==> src/sv/stripcm_pkg.sv <==
`timescale 1ns / 1ps
// ---------------------------------------------------------------------------
// stripcm_pkg
// Shared types and constants of the strip common-mode subtraction block.
// ---------------------------------------------------------------------------
package stripcm_pkg;

  // fixed field widths
  localparam int ADC_BITS    = 12;
  localparam int CORR_W      = ADC_BITS + 1;
  localparam int STRIP_NUM_W = 5;
  localparam int OFFSET_W    = 8;

  localparam logic [ADC_BITS-1:0] ADC_MAX      = '1;
  localparam logic [OFFSET_W-1:0] OFFSET_RESET = 8'd27;

  // scan pass select
  localparam logic [1:0] PASS_MIN  = 2'd0;
  localparam logic [1:0] PASS_MIN2 = 2'd1;
  localparam logic [1:0] PASS_SUM  = 2'd2;

  // input beat
  typedef struct packed {
    logic [ADC_BITS-1:0] strip_adc;
    logic                strip_is_hot;
    logic                last_strip;
  } in_beat_t;

  // output beat
  typedef struct packed {
    logic signed [CORR_W-1:0] corrected_adc;
    logic [ADC_BITS-1:0]      common_mode;
    logic [STRIP_NUM_W-1:0]   strip_number;
    logic                     run_end;
  } out_beat_t;

  // controller to datapath
  typedef struct packed {
    logic       start;
    logic       acc_en;
    logic [1:0] pass_sel;
    logic       div_load;
    logic       out_load;
    logic       out_last;
  } dp_cmd_t;

  // datapath to controller
  typedef struct packed {
    logic div_done;
    logic out_free;
  } dp_stat_t;

endpackage

==> src/sv/stripcm_ram.sv <==
`timescale 1ns / 1ps
// ---------------------------------------------------------------------------
// stripcm_ram
// Generic single-write, single-read RAM with registered read data.
// ---------------------------------------------------------------------------
module stripcm_ram #(
  parameter int WIDTH = 13,
  parameter int DEPTH = 32
) (
  input  logic                     clk,
  input  logic                     we,
  input  logic [$clog2(DEPTH)-1:0] waddr,
  input  logic [WIDTH-1:0]         wdata,
  input  logic [$clog2(DEPTH)-1:0] raddr,
  output logic [WIDTH-1:0]         rdata
);

  logic [WIDTH-1:0] mem [DEPTH];
  logic [WIDTH-1:0] rdata_r;

  always_ff @(posedge clk) begin
    if (we) begin
      mem[waddr] <= wdata;
    end
    rdata_r <= mem[raddr];
  end

  assign rdata = rdata_r;

endmodule

==> src/sv/stripcm_ctrl.sv <==
`timescale 1ns / 1ps
// ---------------------------------------------------------------------------
// stripcm_ctrl
// Sequencer: strip loading, three scan passes, divide, and output burst.
// ---------------------------------------------------------------------------
module stripcm_ctrl #(
  parameter int STRIPS = 32
) (
  input  logic                      clk,
  input  logic                      rst_n,
  input  logic                      in_valid,
  input  logic                      last_strip,
  output logic                      in_stall,
  output logic                      in_we,
  output logic [$clog2(STRIPS)-1:0] wr_addr,
  output logic [$clog2(STRIPS)-1:0] rd_addr,
  output logic [$clog2(STRIPS)-1:0] acc_idx,
  output logic [$clog2(STRIPS)-1:0] out_idx,
  output stripcm_pkg::dp_cmd_t      cmd,
  input  stripcm_pkg::dp_stat_t     stat
);
  import stripcm_pkg::*;

  localparam int IDX_W = $clog2(STRIPS);
  localparam int CNT_W = $clog2(STRIPS + 1);
  localparam logic [CNT_W-1:0] CNT_END  = CNT_W'(STRIPS);
  localparam logic [CNT_W-1:0] CNT_LAST = CNT_W'(STRIPS - 1);
  localparam logic [IDX_W-1:0] IDX_LAST = IDX_W'(STRIPS - 1);

  localparam logic [2:0] S_IDLE  = 3'd0;
  localparam logic [2:0] S_MIN   = 3'd1;
  localparam logic [2:0] S_MIN2  = 3'd2;
  localparam logic [2:0] S_SUM   = 3'd3;
  localparam logic [2:0] S_DIVLD = 3'd4;
  localparam logic [2:0] S_DIV   = 3'd5;
  localparam logic [2:0] S_EMRD  = 3'd6;
  localparam logic [2:0] S_EMWR  = 3'd7;

  logic [2:0]       state_r, state_nxt;
  logic [CNT_W-1:0] cnt_r, cnt_nxt;
  logic [IDX_W-1:0] load_r, load_nxt;
  logic             acc_en_r, acc_en_nxt;
  logic [IDX_W-1:0] acc_idx_r, acc_idx_nxt;
  logic             in_acc;

  assign in_stall = (state_r != S_IDLE);
  assign in_acc   = in_valid && (state_r == S_IDLE);
  assign in_we    = in_acc;
  assign wr_addr  = load_r;
  assign rd_addr  = cnt_r[IDX_W-1:0];
  assign acc_idx  = acc_idx_r;
  assign out_idx  = cnt_r[IDX_W-1:0];

  // next-state and command decode
  always_comb begin
    state_nxt    = state_r;
    cnt_nxt      = cnt_r;
    load_nxt     = load_r;
    acc_en_nxt   = 1'b0;
    acc_idx_nxt  = acc_idx_r;
    cmd          = '0;
    cmd.acc_en   = acc_en_r;
    cmd.pass_sel = PASS_MIN;
    case (state_r)
      S_IDLE: begin
        if (in_acc) begin
          if (last_strip) begin
            load_nxt  = '0;
            cnt_nxt   = '0;
            cmd.start = 1'b1;
            state_nxt = S_MIN;
          end else begin
            load_nxt = (load_r == IDX_LAST) ? '0 : load_r + 1'b1;
          end
        end
      end
      S_MIN, S_MIN2, S_SUM: begin
        case (state_r)
          S_MIN2:  cmd.pass_sel = PASS_MIN2;
          S_SUM:   cmd.pass_sel = PASS_SUM;
          default: cmd.pass_sel = PASS_MIN;
        endcase
        if (cnt_r != CNT_END) begin
          acc_en_nxt  = 1'b1;
          acc_idx_nxt = cnt_r[IDX_W-1:0];
          cnt_nxt     = cnt_r + 1'b1;
        end else begin
          // last read word is consumed this cycle
          cnt_nxt = '0;
          case (state_r)
            S_MIN:   state_nxt = S_MIN2;
            S_MIN2:  state_nxt = S_SUM;
            default: state_nxt = S_DIVLD;
          endcase
        end
      end
      S_DIVLD: begin
        cmd.div_load = 1'b1;
        state_nxt    = S_DIV;
      end
      S_DIV: begin
        if (stat.div_done) begin
          cnt_nxt   = '0;
          state_nxt = S_EMRD;
        end
      end
      S_EMRD: begin
        state_nxt = S_EMWR;
      end
      S_EMWR: begin
        if (stat.out_free) begin
          cmd.out_load = 1'b1;
          cmd.out_last = (cnt_r == CNT_LAST);
          if (cnt_r == CNT_LAST) begin
            cnt_nxt   = '0;
            state_nxt = S_IDLE;
          end else begin
            cnt_nxt   = cnt_r + 1'b1;
            state_nxt = S_EMRD;
          end
        end
      end
      default: begin
        state_nxt = S_IDLE;
      end
    endcase
  end

  // control registers
  always_ff @(posedge clk) begin
    if (!rst_n) begin
      state_r  <= S_IDLE;
      cnt_r    <= '0;
      load_r   <= '0;
      acc_en_r <= 1'b0;
    end else begin
      state_r  <= state_nxt;
      cnt_r    <= cnt_nxt;
      load_r   <= load_nxt;
      acc_en_r <= acc_en_nxt;
    end
  end

  always_ff @(posedge clk) begin
    acc_idx_r <= acc_idx_nxt;
  end

endmodule

==> src/sv/stripcm_dp.sv <==
`timescale 1ns / 1ps
// ---------------------------------------------------------------------------
// stripcm_dp
// Datapath: min / second-min / sum scans, restoring divider, output register.
// ---------------------------------------------------------------------------
module stripcm_dp #(
  parameter int STRIPS = 32
) (
  input  logic                                clk,
  input  logic                                rst_n,
  input  logic                                cfg_we,
  input  logic [stripcm_pkg::OFFSET_W-1:0]    cfg_data,
  input  logic [stripcm_pkg::ADC_BITS:0]      rd_data,
  input  logic [$clog2(STRIPS)-1:0]           acc_idx,
  input  logic [$clog2(STRIPS)-1:0]           out_idx,
  input  stripcm_pkg::dp_cmd_t                cmd,
  output stripcm_pkg::dp_stat_t               stat,
  input  logic                                out_stall,
  output logic                                out_valid,
  output stripcm_pkg::out_beat_t              out_data
);
  import stripcm_pkg::*;

  localparam int IDX_W  = $clog2(STRIPS);
  localparam int CNT_W  = $clog2(STRIPS + 1);
  localparam int SUM_W  = ADC_BITS + CNT_W;
  localparam int NUM_W  = SUM_W + 1;
  localparam int DEN_W  = CNT_W + 1;
  localparam int DCNT_W = $clog2(NUM_W + 1);

  logic [OFFSET_W-1:0] offset_r, offset_nxt;
  logic [ADC_BITS-1:0] lo1_r, lo1_nxt;
  logic [IDX_W-1:0]    skip_r, skip_nxt;
  logic [ADC_BITS-1:0] lo2_r, lo2_nxt;
  logic [SUM_W-1:0]    sum_r, sum_nxt;
  logic [CNT_W-1:0]    n_r, n_nxt;
  logic [NUM_W-1:0]    num_r, num_nxt;
  logic [DEN_W-1:0]    den_r, den_nxt;
  logic [DEN_W-1:0]    rem_r, rem_nxt;
  logic [DCNT_W-1:0]   dcnt_r, dcnt_nxt;
  logic                out_valid_r, out_valid_nxt;
  out_beat_t           out_data_r, out_data_nxt;

  logic [ADC_BITS-1:0] rd_adc;
  logic                rd_hot;
  logic [ADC_BITS-1:0] est;
  logic [ADC_BITS:0]   thr;
  logic [DEN_W:0]      rem_sh;
  logic [ADC_BITS-1:0] cm;
  logic [CORR_W-1:0]   diff;

  assign rd_adc = rd_data[ADC_BITS-1:0];
  assign rd_hot = rd_data[ADC_BITS];
  assign est    = rd_hot ? ADC_MAX : rd_adc;
  assign thr    = {1'b0, lo2_r} + (ADC_BITS + 1)'(offset_r);
  assign rem_sh = {rem_r, num_r[NUM_W-1]};
  // quotient ends up in num_r once the divider has run
  assign cm     = num_r[ADC_BITS-1:0];
  assign diff   = {1'b0, rd_adc} - {1'b0, cm};

  assign stat.div_done = (dcnt_r == '0);
  assign stat.out_free = !out_valid_r || !out_stall;
  assign out_valid     = out_valid_r;
  assign out_data      = out_data_r;

  always_comb begin
    offset_nxt    = offset_r;
    lo1_nxt       = lo1_r;
    skip_nxt      = skip_r;
    lo2_nxt       = lo2_r;
    sum_nxt       = sum_r;
    n_nxt         = n_r;
    num_nxt       = num_r;
    den_nxt       = den_r;
    rem_nxt       = rem_r;
    dcnt_nxt      = dcnt_r;
    out_valid_nxt = out_valid_r;
    out_data_nxt  = out_data_r;

    // config write
    if (cfg_we) begin
      offset_nxt = cfg_data;
    end

    // accumulator init for a new sensor
    if (cmd.start) begin
      lo2_nxt = ADC_MAX;
      sum_nxt = '0;
      n_nxt   = '0;
    end

    // scan passes
    if (cmd.acc_en) begin
      case (cmd.pass_sel)
        PASS_MIN: begin
          if (acc_idx == '0) begin
            lo1_nxt  = est;
            skip_nxt = '0;
          end else if (est < lo1_r) begin
            lo1_nxt  = est;
            skip_nxt = acc_idx;
          end
        end
        PASS_MIN2: begin
          if (acc_idx != skip_r && est < lo2_r) begin
            lo2_nxt = est;
          end
        end
        PASS_SUM: begin
          if (acc_idx != skip_r && {1'b0, est} <= thr) begin
            sum_nxt = sum_r + SUM_W'(est);
            n_nxt   = n_r + 1'b1;
          end
        end
        default: begin
        end
      endcase
    end

    // divider: (2*sum + n) / (2*n), one quotient bit per cycle
    if (cmd.div_load) begin
      num_nxt  = {sum_r, 1'b0} + NUM_W'(n_r);
      den_nxt  = {n_r, 1'b0};
      rem_nxt  = '0;
      dcnt_nxt = DCNT_W'(NUM_W);
    end else if (dcnt_r != '0) begin
      if (rem_sh >= {1'b0, den_r}) begin
        rem_nxt = DEN_W'(rem_sh - {1'b0, den_r});
        num_nxt = {num_r[NUM_W-2:0], 1'b1};
      end else begin
        rem_nxt = rem_sh[DEN_W-1:0];
        num_nxt = {num_r[NUM_W-2:0], 1'b0};
      end
      dcnt_nxt = dcnt_r - 1'b1;
    end

    // output register
    if (cmd.out_load) begin
      out_valid_nxt              = 1'b1;
      out_data_nxt.corrected_adc = $signed(diff);
      out_data_nxt.common_mode   = cm;
      out_data_nxt.strip_number  = STRIP_NUM_W'(out_idx);
      out_data_nxt.run_end       = cmd.out_last;
    end else if (!out_stall) begin
      out_valid_nxt = 1'b0;
    end
  end

  // control and config registers
  always_ff @(posedge clk) begin
    if (!rst_n) begin
      offset_r    <= OFFSET_RESET;
      dcnt_r      <= '0;
      out_valid_r <= 1'b0;
    end else begin
      offset_r    <= offset_nxt;
      dcnt_r      <= dcnt_nxt;
      out_valid_r <= out_valid_nxt;
    end
  end

  // payload registers
  always_ff @(posedge clk) begin
    lo1_r      <= lo1_nxt;
    skip_r     <= skip_nxt;
    lo2_r      <= lo2_nxt;
    sum_r      <= sum_nxt;
    n_r        <= n_nxt;
    num_r      <= num_nxt;
    den_r      <= den_nxt;
    rem_r      <= rem_nxt;
    out_data_r <= out_data_nxt;
  end

endmodule

==> src/sv/strip_common_mode_subtract.sv <==
`timescale 1ns / 1ps
// ---------------------------------------------------------------------------
// strip_common_mode_subtract
// Strips load at one beat per cycle into the sample RAM, but only while idle;
// in_stall is high otherwise. After the last strip: three scans (min,
// second-min, sum), a divider load, then ADC_BITS+$clog2(STRIPS+1)+1 divider steps.
// The output burst then does one RAM read per strip and waits on out_stall.
// Synchronous active-low reset: control idle, load slot 0, offset 27.
// ---------------------------------------------------------------------------
module strip_common_mode_subtract #(
  parameter int STRIPS = 32
) (
  input  logic                             clk,
  input  logic                             rst_n,
  input  logic                             in_valid,
  output logic                             in_stall,
  input  stripcm_pkg::in_beat_t            in_data,
  output logic                             out_valid,
  input  logic                             out_stall,
  output stripcm_pkg::out_beat_t           out_data,
  input  logic                             cfg_valid,
  output logic                             cfg_ready,
  input  logic [stripcm_pkg::OFFSET_W-1:0] cfg_data
);
  import stripcm_pkg::*;

  localparam int IDX_W = $clog2(STRIPS);

  logic             in_we;
  logic [IDX_W-1:0] wr_addr;
  logic [IDX_W-1:0] rd_addr;
  logic [IDX_W-1:0] acc_idx;
  logic [IDX_W-1:0] out_idx;
  logic [ADC_BITS:0] rd_data;
  dp_cmd_t          cmd;
  dp_stat_t         stat;

  assign cfg_ready = 1'b1;

  // sample store: {hot flag, adc}
  stripcm_ram #(
    .WIDTH(ADC_BITS + 1),
    .DEPTH(STRIPS)
  ) u_ram (
    .clk   (clk),
    .we    (in_we),
    .waddr (wr_addr),
    .wdata ({in_data.strip_is_hot, in_data.strip_adc}),
    .raddr (rd_addr),
    .rdata (rd_data)
  );

  stripcm_ctrl #(
    .STRIPS(STRIPS)
  ) u_ctrl (
    .clk        (clk),
    .rst_n      (rst_n),
    .in_valid   (in_valid),
    .last_strip (in_data.last_strip),
    .in_stall   (in_stall),
    .in_we      (in_we),
    .wr_addr    (wr_addr),
    .rd_addr    (rd_addr),
    .acc_idx    (acc_idx),
    .out_idx    (out_idx),
    .cmd        (cmd),
    .stat       (stat)
  );

  stripcm_dp #(
    .STRIPS(STRIPS)
  ) u_dp (
    .clk       (clk),
    .rst_n     (rst_n),
    .cfg_we    (cfg_valid && cfg_ready),
    .cfg_data  (cfg_data),
    .rd_data   (rd_data),
    .acc_idx   (acc_idx),
    .out_idx   (out_idx),
    .cmd       (cmd),
    .stat      (stat),
    .out_stall (out_stall),
    .out_valid (out_valid),
    .out_data  (out_data)
  );

endmodule

==> config.mk <==
export PLATFORM = sky130hd
export DESIGN_NAME = strip_common_mode_subtract
export DESIGN_NICKNAME = d
export VERILOG_FILES = /design/src/sv/stripcm_pkg.sv /design/src/sv/stripcm_ram.sv /design/src/sv/stripcm_ctrl.sv /design/src/sv/stripcm_dp.sv /design/src/sv/strip_common_mode_subtract.sv
export SDC_FILE = /design/constraint.sdc
export NUM_CORES = 1
export LEC_CHECK = 0
export BUFFER_PORTS_ARGS = -buffer_cell sky130_fd_sc_hd__buf_4
export CORE_ASPECT_RATIO = 1.4
export CORE_MARGIN = 3
export CORE_UTILIZATION = 62
export DETAILED_ROUTE_END_ITERATION = 10
export MAX_ROUTING_LAYER = met4
export PLACE_DENSITY = 0.81
export SLEW_MARGIN = 20
export SYNTH_ARGS = -nofsm -noshare
export SYNTH_HDL_FRONTEND = slang
export SYNTH_SLANG_ARGS = --single-unit
==> constraint.sdc <==
create_clock -name clk -period 4.7 [get_ports clk]
set_input_delay 0.94 -clock clk [delete_from_list [all_inputs] [get_ports clk]]
set_output_delay 0.94 -clock clk [all_outputs]
set_load 0.005 [all_outputs]
==> results by group <==
Outcome
  – Outcome: complete, no violations

Die
  – Core Rows: 86
  – Die area: 42500 um2
  – Starting Density: 0.628
  – Die H: ~240 um
  – Chip Width: 175 um
  – Io pins: 61
  – Area of the core: a little under 40000 um2

Power and ir drop
  – Sequential power share: 0.453
  – Total Power: 0.0142 W
  – Sw Pwr: 0.00413 W
  – Combinational share of power: 0.243
  – Clock power frac: 0.303
  – Power per cell area: ~500 nW/um2
  – Switching share of power: 0.291
  – VDD IR max: 0.409 mV
  – P_leak: 9.45 nW
  – Internal power: 0.0100 W

Detailed routing
  – Drt total wl: 56800 um
  – Via count: 13.8k
  – Routed vias/inst: between 6 and 7
  – DRT antenna net count: 0
  – Drt wl/cell: between 20 and 30 um
  – Post-route DRC violation count: 0
  – DRT iter0 DRCs: 1224
  – Pre-Repair DR Iteration Count: 5

Timing
  – Slew Limit Fails: 0
  – Setup Viol. Count Final: 0
  – Setup WS post-layout: between 0.7 and 0.8 ns
  – Final setup TNS: 0 ns
  – Fin. Hold Viols: 0
  – Slew Limit Headroom: 0.248
  – FMAX: about 0.25 GHz
  – Slew at the pin closest to its max-slew limit: 1.13 ns
  – Post-layout minimum cycle time: about 4.0 ns
  – RSZ-0062 raised after global routing: false
  – Fin crit share: 0.841
  – Clock Skews: 0.0394 ns

CTS
  – CTS sink count: between 500 and 600
  – Post-CTS Setup Bufs: 0
  – Clock Path Buffers: 3
  – H-tree depth: 2
  – CTS tree: done
  – Post-CTS sizing: 0
  – CTS clock-pin slew for the worst setup and hold paths: 0.07 ns
  – CTS buffer count: 51
  – CTS Hold Bufs: 0
  – Skew-Pair Late Insertion Delay: 0.61 ns
  – CTS root buf: clkbuf_16

Synth
  – EDFF count, synth: just under 500
  – Synth cell types: 57
  – Syn_area_per_cell: 16.0 um2
  – Fraction of registers with async set/reset: 0
  – Synth Register Bits: 579
  – Most used DFF post-synth: edfxtp_1
  – Top-area cell type share of the netlist area: 0.598
  – Top cells by count, synth: edfxtp_1 (494), mux4_2 (130), nor2_1 (107)
  – Syn_nets: about 1.7k
  – Synth area leaders: edfxtp_1 (60%), mux4_2 (12%), dfxtp_1 (6.9%), ha_1 (4.3%), nor2_1 (1.6%)
  – Sequential element share of the synthesized area: 0.667
  – Top-count cell post-synth: edfxtp_1
  – Synth warn: 0
  – Mapped Cells: about 1.5k
  – Mapped Area: 24800 um2
  – Top cell type by total area after synthesis: edfxtp_1

Worst hold path
  – Hold path start: u_dp.num_r[2]
  – Worst hold endpoint: u_dp.out_data[8]
  – Min-delay worst type: reg -> reg
  – Worst Hold Depth: 0

Worst setup path
  – Critical Path RT: 5.17 ns
  – Worst path arrival time: 4.42 ns
  – Worst flop-to-flop path endpoint: u_dp.sum_r[16]
  – Critical path type: reg -> reg
  – R2R depth: 17
  – Critical path endpoint category: flip-flop
  – Register-to-register setup slack: 0.75 ns
  – Maximum fanout along the worst path: 35
  – Crit Reg-Reg Startpoint: u_dp.offset_r[0]
  – Worst Setup Start Kind: flip-flop

Place
  – Placer Congestion: a little under 0.9
  – Placement Setup Slack: 0.806 ns
  – Post-DP HPWL: between 30000 and 40000 um
  – Count of input and output buffers: 59

Global route
  – GR Overflow Total: 0
  – Vias in the first global route: 14.3k
  – First-pass GRT wire length: slightly below 90000 um
  – Largest net degree at the start of global routing: 52
  – Initial antenna violation count: 0
  – Gr usage total: 0.282

Layout
  – Fill cells: ~2.5k
  – Antenna cells: 0
  – Area delta synth->final: 11.4%
  – Util after Layout: 0.700
  – Share of cells above drive strength 1: 0.203
  – Final net count: 1736

Flow run
  – Max cap viols: 0
state kept, by name, summed over array words and instances, names as in the netlist, 6 cells and up:
signal and cells:
u_ctrl.cnt_r 6, u_dp.den_r 6, u_dp.lo1_r 12, u_dp.lo2_r 12, u_dp.n_r 6, u_dp.num_r 19
u_dp.offset_r 8, u_dp.out_data 31, u_dp.rem_r 7, u_dp.sum_r 18, u_ram.mem 416, u_ram.rdata 13
final cells by class:
type	instances	area [um2]	area share
clock buffer	61	1320	0.0479
clock inverter	35	398	0.0144
inverter	83	312	0.0113
multi-input combinational	823	7770	0.281
sequential	579	16500	0.598
tap	528	661	0.0239
timing repair buffer	80	633	0.0229
power by group through the flow:
stage	sequential (W)	combinational [W]	clock [W]
2_1_floorplan	0.00627	0.00275	0
3_5_place_dp	0.00653	0.00340	0
3_3_place_gp	0.00652	0.00328	0
5_1_grt	0.00646	0.00383	0.00453
4_1_cts	0.00642	0.00346	0.00435
6_report	0.00642	0.00345	0.00430
cells by family (layout without fill, tap and decap cells):
logic type	Yosys count	in the layout	share of synthesized area
DFF	579	579	0.667
and+or+nand+nor	310	310	0.0566
AOI/OAI and AO/OA	180	180	0.0448
muxes	180	180	0.139
buffers and inverters	146	259	0.0240
adders and majority gates	91	91	0.0474
xor gates and xnor gates	61	61	0.0215
other	1	1	0.000151
how the worst max path moves through the flow:
stage | start | endpoint | slack, ns
floorplan | u_dp.lo2_r[0] | u_dp.sum_r[16] | 1.14
global placement | u_dp.lo2_r[0] | u_dp.n_r[3] | 0.89
detailed placement | u_dp.lo2_r[0] | u_dp.n_r[5] | 0.81
CTS | u_dp.offset_r[0] | u_dp.sum_r[16] | 0.76
global route | u_dp.offset_r[0] | u_dp.n_r[5] | 0.32
finish | u_dp.offset_r[0] | u_dp.sum_r[16] | 0.75
worst max-delay path, stage by stage (launching register included):
cell and delay, ns:
dfxtp_1 0.36, ha_1 0.19, inv_1 0.06, fa_1 0.45, nor2b_1 0.12, o21ai_0 0.14
o211ai_1 0.23, o21ai_0 0.18, nor3_1 0.20, xnor2_1 0.15, ha_1 0.26, and3_1 0.19
a221oi_1 0.26, o21ai_0 0.15, a31oi_2 0.18, buf_4 0.35, nand4_1 0.18, mux2i_1 0.16
per-stage QoR:
step	cell area, um2	instances	hold slack, ns
floorplan	24800	1548	0.424
global placement	25900	2092	0.450
detailed placement	25900	2092	0.456
CTS	27600	2188	0.472
global route	27600	2189	0.490
finish	27600	2189	0.467
cell usage in the layout (no fill, tap or decap), drive strengths merged, types with 6 or more instances in the layout:
master  instances
mux2i          37
mux2           13
nand3b          6
inv            88
bufinv          6
nand3          14
mux4          130
edfxtp        494
nand2         101
xnor2          39
buf            80
a21oi          49
xor2           22
nor2          107
nor3           15
clkbuf         61
nand4          18
ha             86
o21a           13
and3            7
o21ai          57
a211oi          7
nor2b           8
nand2b         10
clkinv         22
a21o           14
dfxtp          85
o211ai          8
metal layers:
| layer | track usage | part of all wire |
|---|---|---|
| met1 | 0.326 | 0.35 |
| met2 | 0.493 | 0.54 |
| met3 | 0.0368 | 0.054 |
| met4 | 0.129 | 0.053 |
| met5 | - | 0 |
Note: power is estimated with default switching activity, not from simulation.
